### config.mk
export PLATFORM = sky130hd
export DESIGN_NAME = stereo_linear_resampler
export DESIGN_NICKNAME = d
export VERILOG_FILES = /design/src/rtl/core/slr_pkg.sv /design/src/rtl/core/slr_divider.sv /design/src/rtl/core/stereo_linear_resampler.sv
export SDC_FILE = /design/constraint.sdc
export NUM_CORES = 2
export LEC_CHECK = 0
export BUFFER_PORTS_ARGS = -buffer_cell sky130_fd_sc_hd__buf_4
export CAP_MARGIN = 5
export CORE_ASPECT_RATIO = 0.8
export CORE_MARGIN = 1
export CORE_UTILIZATION = 46
export DETAILED_ROUTE_END_ITERATION = 16
export GPL_TIMING_DRIVEN = 0
export SYNTH_ARGS = -nofsm -noshare
export SYNTH_HDL_FRONTEND = slang
export SYNTH_HIERARCHICAL = 1
export SYNTH_SLANG_ARGS = --single-unit
### constraint.sdc
create_clock -name clk -period 23.5 [get_ports clk]
set_input_delay 1.175 -clock clk [delete_from_list [all_inputs] [get_ports clk]]
set_output_delay 1.175 -clock clk [all_outputs]
set_load 0.01 [all_outputs]
### src/rtl/core/slr_pkg.sv
`timescale 1ns / 1ps
// ----------------------------------------------------------------------------
// slr_pkg: shared types and constants
// Widths, fixed-point constants, cfg indices, sequencer and divider types.
// ----------------------------------------------------------------------------
package slr_pkg;

    localparam int SAMPLE_BITS = 16;
    localparam int FRAC_BITS   = 16;
    localparam int RATIO_BITS  = 20;
    localparam int GAIN_BITS   = 17;
    localparam int PHASE_BITS  = 26;
    localparam int STEP_BITS   = 25;
    localparam int MAX_OUT     = 8;
    localparam int CNT_BITS    = 4;
    localparam int CFG_IDX_BITS = 1;
    localparam int CFG_DATA_BITS = 20;

    localparam logic [RATIO_BITS-1:0] ONE_Q     = RATIO_BITS'(1) << FRAC_BITS;
    localparam logic [RATIO_BITS-1:0] RATIO_MIN = ONE_Q >> 8;
    localparam logic [RATIO_BITS-1:0] RATIO_MAX = RATIO_BITS'(ONE_Q << 3);

    localparam logic [CFG_IDX_BITS-1:0] REG_TARGET_RATIO = 1'b0;
    localparam logic [CFG_IDX_BITS-1:0] REG_SMOOTH_GAIN  = 1'b1;

    typedef enum logic [2:0] {
        ST_IDLE,
        ST_EMIT,
        ST_WAIT_OUT,
        ST_DIV,
        ST_FINISH
    } slr_state_t;

    // Divider control and status.
    typedef struct packed {
        logic                  start;
        logic [RATIO_BITS-1:0] divisor;
    } slr_div_ctrl_t;

    typedef struct packed {
        logic                 done;
        logic [STEP_BITS-1:0] quotient;
    } slr_div_stat_t;

endpackage

### src/rtl/core/slr_divider.sv
`timescale 1ns / 1ps
// ----------------------------------------------------------------------------
// slr_divider: restoring divider
// Computes ONE*ONE / divisor, one quotient bit per cycle.
// ----------------------------------------------------------------------------
module slr_divider
(
    input  logic                   clk,
    input  logic                   rst_n,
    input  slr_pkg::slr_div_ctrl_t ctrl,
    output slr_pkg::slr_div_stat_t stat
);
    import slr_pkg::*;

    localparam int DIVIDEND_BITS = 2 * FRAC_BITS + 1;
    localparam int BIT_CNT_BITS  = $clog2(DIVIDEND_BITS + 1);

    logic [RATIO_BITS:0]          rem_reg, rem_next;
    logic [DIVIDEND_BITS-1:0]     quo_reg, quo_next;
    logic [RATIO_BITS-1:0]        dvs_reg, dvs_next;
    logic [BIT_CNT_BITS-1:0]      cnt_reg, cnt_next;
    logic                         busy_reg, busy_next;
    logic                         done_reg, done_next;
    logic [RATIO_BITS:0]          trial;

    always_comb
    begin
        rem_next  = rem_reg;
        quo_next  = quo_reg;
        dvs_next  = dvs_reg;
        cnt_next  = cnt_reg;
        busy_next = busy_reg;
        done_next = 1'b0;
        trial     = {rem_reg[RATIO_BITS-1:0], quo_reg[DIVIDEND_BITS-1]};
        if (ctrl.start)
        begin
            rem_next  = '0;
            quo_next  = DIVIDEND_BITS'(1) << (2 * FRAC_BITS);
            dvs_next  = ctrl.divisor;
            cnt_next  = BIT_CNT_BITS'(DIVIDEND_BITS);
            busy_next = 1'b1;
        end
        else if (busy_reg)
        begin
            if (trial >= {1'b0, dvs_reg})
            begin
                rem_next = trial - {1'b0, dvs_reg};
                quo_next = {quo_reg[DIVIDEND_BITS-2:0], 1'b1};
            end
            else
            begin
                rem_next = trial;
                quo_next = {quo_reg[DIVIDEND_BITS-2:0], 1'b0};
            end
            cnt_next = cnt_reg - 1'b1;
            if (cnt_reg == BIT_CNT_BITS'(1))
            begin
                busy_next = 1'b0;
                done_next = 1'b1;
            end
        end
    end

    always_ff @(posedge clk or negedge rst_n)
    begin
        if (!rst_n)
        begin
            busy_reg <= 1'b0;
            done_reg <= 1'b0;
            cnt_reg  <= '0;
        end
        else
        begin
            busy_reg <= busy_next;
            done_reg <= done_next;
            cnt_reg  <= cnt_next;
        end
    end

    always_ff @(posedge clk)
    begin
        rem_reg <= rem_next;
        quo_reg <= quo_next;
        dvs_reg <= dvs_next;
    end

    // Divisor is at least ONE/256, so the quotient fits in STEP_BITS.
    assign stat.done     = done_reg;
    assign stat.quotient = quo_reg[STEP_BITS-1:0];

endmodule

### src/rtl/core/stereo_linear_resampler.sv
`timescale 1ns / 1ps
// ----------------------------------------------------------------------------
// stereo_linear_resampler: linear-interpolation sample rate converter
// Stereo Q1.15 frames in, interpolated stereo frames out at a smoothed ratio.
// ----------------------------------------------------------------------------
// Each accepted input transaction carries one stereo frame. The first frame
// after reset only primes the history and produces nothing. Every later frame
// produces between zero and eight output transactions, the last of which has
// tlast set. Each output is interpolated into a staging register, then a
// restoring division (one quotient bit per cycle) turns the smoothed ratio
// into the phase step, and then the output waits for the output register to
// drain. An input frame occupies the block until its outputs are done, and
// s_tready is low meanwhile. Configuration writes are accepted at any time
// but should be made only while idle.
// ----------------------------------------------------------------------------
module stereo_linear_resampler
(
    input  logic                              clk,
    input  logic                              rst_n,
    input  logic                              s_tvalid,
    output logic                              s_tready,
    input  logic [31:0]                       s_tdata,   // right_in (upper), left_in (lower)
    output logic                              m_tvalid,
    input  logic                              m_tready,
    output logic [31:0]                       m_tdata,   // right_out (upper), left_out (lower)
    output logic                              m_tlast,   // last_of_run
    input  logic                              cfg_valid,
    output logic                              cfg_ready,
    input  logic [slr_pkg::CFG_IDX_BITS-1:0]  cfg_index,
    input  logic [slr_pkg::CFG_DATA_BITS-1:0] cfg_data
);
    import slr_pkg::*;

    localparam int PROD_BITS = SAMPLE_BITS + 1 + FRAC_BITS + 1;
    localparam int DIFF_BITS = RATIO_BITS + GAIN_BITS;

    slr_state_t state_reg, state_next;

    logic signed [SAMPLE_BITS-1:0] prev_l_reg, prev_r_reg, cur_l_reg, cur_r_reg;
    logic [PHASE_BITS-1:0]         phase_reg, phase_next;
    logic [RATIO_BITS-1:0]         ratio_reg, ratio_next;
    logic                          primed_reg;
    logic [RATIO_BITS-1:0]         target_reg;
    logic [GAIN_BITS-1:0]          gain_reg;
    logic [CNT_BITS-1:0]           cnt_reg;
    logic                          out_valid_reg;
    logic [2*SAMPLE_BITS-1:0]      out_data_reg;
    logic [2*SAMPLE_BITS-1:0]      pend_data_reg;
    logic                          out_last_reg;

    logic [RATIO_BITS-1:0] tgt_c, sr_c;
    logic [GAIN_BITS-1:0]  gain_c;
    logic [RATIO_BITS-1:0] dmag;
    logic [DIFF_BITS-1:0]  mag_prod;
    logic signed [SAMPLE_BITS-1:0] il, ir;

    slr_div_ctrl_t div_ctrl;
    slr_div_stat_t div_stat;

    slr_divider u_div (.clk(clk), .rst_n(rst_n), .ctrl(div_ctrl), .stat(div_stat));

    // Interpolation: floor((a*ONE + t*(b-a)) / ONE), t below ONE.
    function automatic logic signed [SAMPLE_BITS-1:0] interp_f(
        input logic signed [SAMPLE_BITS-1:0] a,
        input logic signed [SAMPLE_BITS-1:0] b,
        input logic [FRAC_BITS-1:0]          t
    );
        logic signed [PROD_BITS-1:0] v;
        v = (PROD_BITS'(a) <<< FRAC_BITS)
            + $signed({1'b0, t}) * (PROD_BITS'(b) - PROD_BITS'(a));
        return v[FRAC_BITS +: SAMPLE_BITS];
    endfunction

    assign il = interp_f(prev_l_reg, cur_l_reg, phase_reg[FRAC_BITS-1:0]);
    assign ir = interp_f(prev_r_reg, cur_r_reg, phase_reg[FRAC_BITS-1:0]);

    // Ratio smoothing toward the clamped target; one multiply per output.
    always_comb
    begin
        tgt_c = target_reg;
        if (tgt_c < RATIO_MIN) tgt_c = RATIO_MIN;
        if (tgt_c > RATIO_MAX) tgt_c = RATIO_MAX;
        gain_c = (gain_reg > GAIN_BITS'(ONE_Q)) ? GAIN_BITS'(ONE_Q) : gain_reg;
        dmag = (tgt_c >= ratio_reg) ? tgt_c - ratio_reg : ratio_reg - tgt_c;
        mag_prod = DIFF_BITS'(dmag) * DIFF_BITS'(gain_c);
        if (tgt_c >= ratio_reg)
            sr_c = ratio_reg + mag_prod[FRAC_BITS +: RATIO_BITS];
        else
            sr_c = ratio_reg - mag_prod[FRAC_BITS +: RATIO_BITS];
    end

    // The interpolated frame waits in a staging register until the phase
    // step is known, since tlast depends on that step; it then moves into the
    // output register once the previous output has left.

    always_comb
    begin
        state_next = state_reg;
        unique case (state_reg)
            ST_IDLE:
                if (s_tvalid && primed_reg)
                    state_next = (phase_reg < PHASE_BITS'(ONE_Q)) ? ST_EMIT : ST_FINISH;
            ST_EMIT:     state_next = ST_DIV;
            ST_DIV:
                if (div_stat.done)
                    state_next = ST_WAIT_OUT;
            ST_WAIT_OUT:
                if (!out_valid_reg || m_tready)
                    state_next = (phase_reg < PHASE_BITS'(ONE_Q)
                                  && cnt_reg != CNT_BITS'(MAX_OUT)) ? ST_EMIT : ST_FINISH;
            ST_FINISH:   state_next = ST_IDLE;
            default:     state_next = ST_IDLE;
        endcase
    end

    always_comb
    begin
        s_tready         = (state_reg == ST_IDLE);
        div_ctrl.start   = (state_reg == ST_EMIT);
        div_ctrl.divisor = (sr_c < RATIO_MIN) ? RATIO_MIN : sr_c;
        phase_next       = phase_reg;
        ratio_next       = ratio_reg;
        unique case (state_reg)
            ST_EMIT:   ratio_next = sr_c;
            ST_DIV:
                if (div_stat.done)
                    phase_next = phase_reg + PHASE_BITS'(div_stat.quotient);
            ST_FINISH:
                phase_next = (phase_reg >= PHASE_BITS'(ONE_Q))
                             ? phase_reg - PHASE_BITS'(ONE_Q) : '0;
            default: ;
        endcase
    end

    assign cfg_ready = 1'b1;
    assign m_tvalid  = out_valid_reg;
    assign m_tdata   = out_data_reg;
    assign m_tlast   = out_last_reg;

    always_ff @(posedge clk or negedge rst_n)
    begin
        if (!rst_n)
        begin
            state_reg     <= ST_IDLE;
            phase_reg     <= '0;
            ratio_reg     <= ONE_Q;
            primed_reg    <= 1'b0;
            target_reg    <= ONE_Q;
            gain_reg      <= GAIN_BITS'(ONE_Q);
            cnt_reg       <= '0;
            out_valid_reg <= 1'b0;
            out_last_reg  <= 1'b0;
            prev_l_reg    <= '0;
            prev_r_reg    <= '0;
        end
        else
        begin
            state_reg <= state_next;
            phase_reg <= phase_next;
            ratio_reg <= ratio_next;
            if (cfg_valid && cfg_index == REG_TARGET_RATIO)
                target_reg <= cfg_data;
            if (cfg_valid && cfg_index == REG_SMOOTH_GAIN)
                gain_reg <= cfg_data[GAIN_BITS-1:0];
            if (state_reg == ST_IDLE && s_tvalid)
            begin
                cnt_reg <= '0;
                if (!primed_reg)
                begin
                    primed_reg <= 1'b1;
                    prev_l_reg <= $signed(s_tdata[SAMPLE_BITS-1:0]);
                    prev_r_reg <= $signed(s_tdata[2*SAMPLE_BITS-1:SAMPLE_BITS]);
                end
            end
            if (state_reg == ST_EMIT)
                cnt_reg <= cnt_reg + 1'b1;
            if (state_reg == ST_WAIT_OUT && (!out_valid_reg || m_tready))
            begin
                out_valid_reg <= 1'b1;
                out_last_reg  <= (phase_reg >= PHASE_BITS'(ONE_Q))
                                 || (cnt_reg == CNT_BITS'(MAX_OUT));
            end
            else if (out_valid_reg && m_tready)
                out_valid_reg <= 1'b0;
            if (state_reg == ST_FINISH)
            begin
                prev_l_reg <= cur_l_reg;
                prev_r_reg <= cur_r_reg;
            end
        end
    end

    always_ff @(posedge clk)
    begin
        if (state_reg == ST_IDLE && s_tvalid)
        begin
            cur_l_reg <= $signed(s_tdata[SAMPLE_BITS-1:0]);
            cur_r_reg <= $signed(s_tdata[2*SAMPLE_BITS-1:SAMPLE_BITS]);
        end
        if (state_reg == ST_EMIT)
            pend_data_reg <= {ir, il};
        if (state_reg == ST_WAIT_OUT && (!out_valid_reg || m_tready))
            out_data_reg <= pend_data_reg;
    end

    // Assertions.
    a_no_accept_busy: assert property (@(posedge clk) disable iff (!rst_n)
        (state_reg != ST_IDLE) |-> !s_tready)
        else $error("input accepted while busy");
    a_out_hold: assert property (@(posedge clk) disable iff (!rst_n)
        (m_tvalid && !m_tready) |=> (m_tvalid && $stable(m_tdata) && $stable(m_tlast)))
        else $error("output changed while stalled");
    a_cap: assert property (@(posedge clk) disable iff (!rst_n)
        cnt_reg <= CNT_BITS'(MAX_OUT))
        else $error("result count above cap");
    a_div_done: assert property (@(posedge clk) disable iff (!rst_n)
        div_stat.done |-> state_reg == ST_DIV)
        else $error("divider finished outside divide state");

endmodule
==> results.tsv <==
metric	value	unit
max_freq	61.6	MHz
h-tree-depth	2	
clk_latency	0.63	ns
largest_reg_flops	33	
crit_path_start_kind	flip-flop	
firstDrtPassIters	6	
grt_pass1_wl	238000	µm
finish.utilization	0.504	
gp_congestion	0.993	
synth_cell_types	101	
rsz0062_at_grt	false	
synth-seq-cells	302	
clockBufferDepth	3	
pin_count	94	
hold_violations	0	
rows	106	
tightest_slew	1.46	ns
drt-vias-per-instance	5.53	
synthesis.nets	6794	
numCtsBuffers	38	
grt_start_max_net_pins	93	
die-area	108000	µm²
synth_area	49200	µm²
cts-root-buf	clkbuf_16	
fin_tns_setup	0	ns
grt_remaining_overflow	0	
vias	39200	
design_area	53000	µm²
totalWireLength	155000	µm
period_minus_slack	16.23	ns
crit_path_max_fanout	10	
track_usage	0.290	
detailed_place_hpwl	128000	µm
worst_clock_skew	0.0398	ns
cts_tree	done	
async_flop_share	0.440	
finish.net_count	6932	
critPathArrivalTime	16.55	ns
status	finished, final reports clean	
seq_area_frac_synth	0.160	
n_fill_cell	10200	
io_buffers	92	
grt_pass1_vias	38600	
routedWlPerCell	21.9	µm
critPathKind	flip-flop to flip-flop	
fin_ws	7.27	ns
antenna_left	0	
cp-end-kind	flip-flop	
clk_pin_slew_worst_paths	0.06	ns
post_cts_buffers	0	
die_h	295	µm
post-route-period-util	0.691	
numClockSinks	302	
final-setup-viol-count	0	
ys_warn_count	6	
crit_path_top_delay_cell	xor2_1	
postCtsHoldBufs	0	
drv_cap	0	
critPathMaxStageDelay	0.89	ns
chipWidth	368	µm
start_util	0.467	
antenna_found_initial	5	
dr.first_iter.drc_count	3913	
hold_path.class	flip-flop to flip-flop	
drcViolationCount	0	
dp_slack	7.75	ns
relSlewSlack	0.0206	
worstPathRequired	23.82	ns
cpMostUsedCell	fa_1	
syn_avg_cell_area	8.91	µm²
cts_resized	0	
synth_enable_flop_cells	116	
core-area	105000	µm²
postPlaceCellArea	51800	µm²
area_growth	7.80	%
drive_gt1_frac	0.0555	
syn-instance-count	5525	
slew_viol_final	0	
yosys_most_used_dff	dfrtp_1	
[worst paths after layout]
| path | start | endpoint | slack (ns) | cells after the start |
|---|---|---|---|---|
| setup reg to reg | target_reg[18] | u_div/dvs_reg[1] | 7.27 | 49 |
| min in group asynchronous | rst_n | u_div/cnt_reg[3] | 0.46 | 1 |
| setup / recovery | target_reg[18] | u_div/dvs_reg[1] | 7.27 | 49 |
| hold reg to reg | pend_data_reg[2] | m_tdata[2] | 0.42 | 0 |
| max in group asynchronous | rst_n | prev_r_reg[13] | 22.10 | 2 |
| hold / removal | pend_data_reg[2] | m_tdata[2] | 0.42 | 0 |
[final cells by class]
class                           instances  area [µm²]  share of cell area
Sequential cell                       302        7880               0.148
Timing Repair Buffer                   98         807              0.0152
Antenna cell                            2        5.00           0.0000944
Tap cell                             1404        1760              0.0331
Inverter                              989        3710              0.0700
Clock inverter                         21         228             0.00429
Multi-Input combinational cell       3939       36300               0.685
Clock buffer                           49        1020              0.0193
Buffer                                295        1300              0.0244
[layer usage]
metal / GRT usage / wire, µm / up-vias
li1: - / - / 17900
met1: 0.462 / 76100 / 19300
met2: 0.373 / 57400 / 1813
met3: 0.0885 / 18200 / 179
met4: 0.0662 / 3590 / 6
met5: 0 / 40 / -
[metrics by stage]
| stage | hold slack (ns) | instances |
|---|---|---|
| final | 0.417 | 7099 |
| after global routing | 0.422 | 7097 |
| after global placement | 0.400 | 7021 |
| after CTS | 0.418 | 7097 |
| after detailed placement | 0.405 | 7027 |
| after floorplan | 0.400 | 5525 |
[worst max-delay path: cells and delay by family (launching register included)]
kind	cells	cell delay, ns
AO/OA/AOI/OAI	10	2.91
adder cells (fa/ha/maj)	10	4.40
XOR/XNOR	3	1.34
flip-flops	1	0.40
AND/OR/NAND/NOR	19	5.04
buffers and inverters	7	1.84
[cell families after synthesis]
logic type	share of synthesized area
DFF	0.160
muxes	0.0265
and+or+nand+nor	0.165
xor gates and xnor gates	0.0324
buffers and inverters	0.102
AOI/OAI and AO/OA	0.0968
adders and majority gates	0.418
other	0.0000762
[cells in the final DEF, fill, tap and decap left out, types with 53 or more instances in the layout]
cell type	count
inv_1	985
fa_1	719
nand2_1	641
ha_1	492
nor2_1	362
and2_1	229
clkbuf_1	224
a21oi_1	205
o21ai_0	151
dfrtp_1	130
buf_4	119
xnor2_1	116
edfxtp_1	116
nor2b_1	95
mux2i_1	84
nand3_1	72
xor2_1	58
a21o_1	57
o211ai_1	56
nor3_1	54
nand2b_1	53
dfxtp_1	53
[cells in the mapped netlist, types with 15 or more instances]
master | n | area share
mux2i_1 | 84 | 0.017
o21a_1 | 30 | 0.0046
xor2_1 | 58 | 0.010
ha_1 | 492 | 0.13
edfxtp_1 | 116 | 0.071
a211oi_1 | 32 | 0.0049
nor2_1 | 362 | 0.028
o21ai_0 | 151 | 0.015
inv_1 | 986 | 0.075
and3_1 | 26 | 0.0033
dfxtp_1 | 53 | 0.022
a21o_1 | 57 | 0.0087
mux2_2 | 41 | 0.0094
buf_2 | 27 | 0.0027
and2_1 | 229 | 0.029
a21oi_1 | 205 | 0.021
nor3b_1 | 30 | 0.0046
nand2b_1 | 53 | 0.0067
a31oi_1 | 15 | 0.0019
o211ai_1 | 56 | 0.0085
nor4_1 | 39 | 0.0050
nand2_1 | 641 | 0.049
a311oi_1 | 22 | 0.0039
dfrtp_1 | 130 | 0.066
fa_1 | 719 | 0.29
nand3_1 | 72 | 0.0073
or3_1 | 18 | 0.0023
nand4_1 | 22 | 0.0028
buf_4 | 28 | 0.0043
clkbuf_1 | 216 | 0.016
nor3_1 | 55 | 0.0056
xnor2_1 | 117 | 0.021
buf_1 | 19 | 0.0014
nor2b_1 | 95 | 0.012
Power is left out: the tool's default activity adds up to more than one toggle a clock period on the data nets, which glitch-free logic cannot reach.
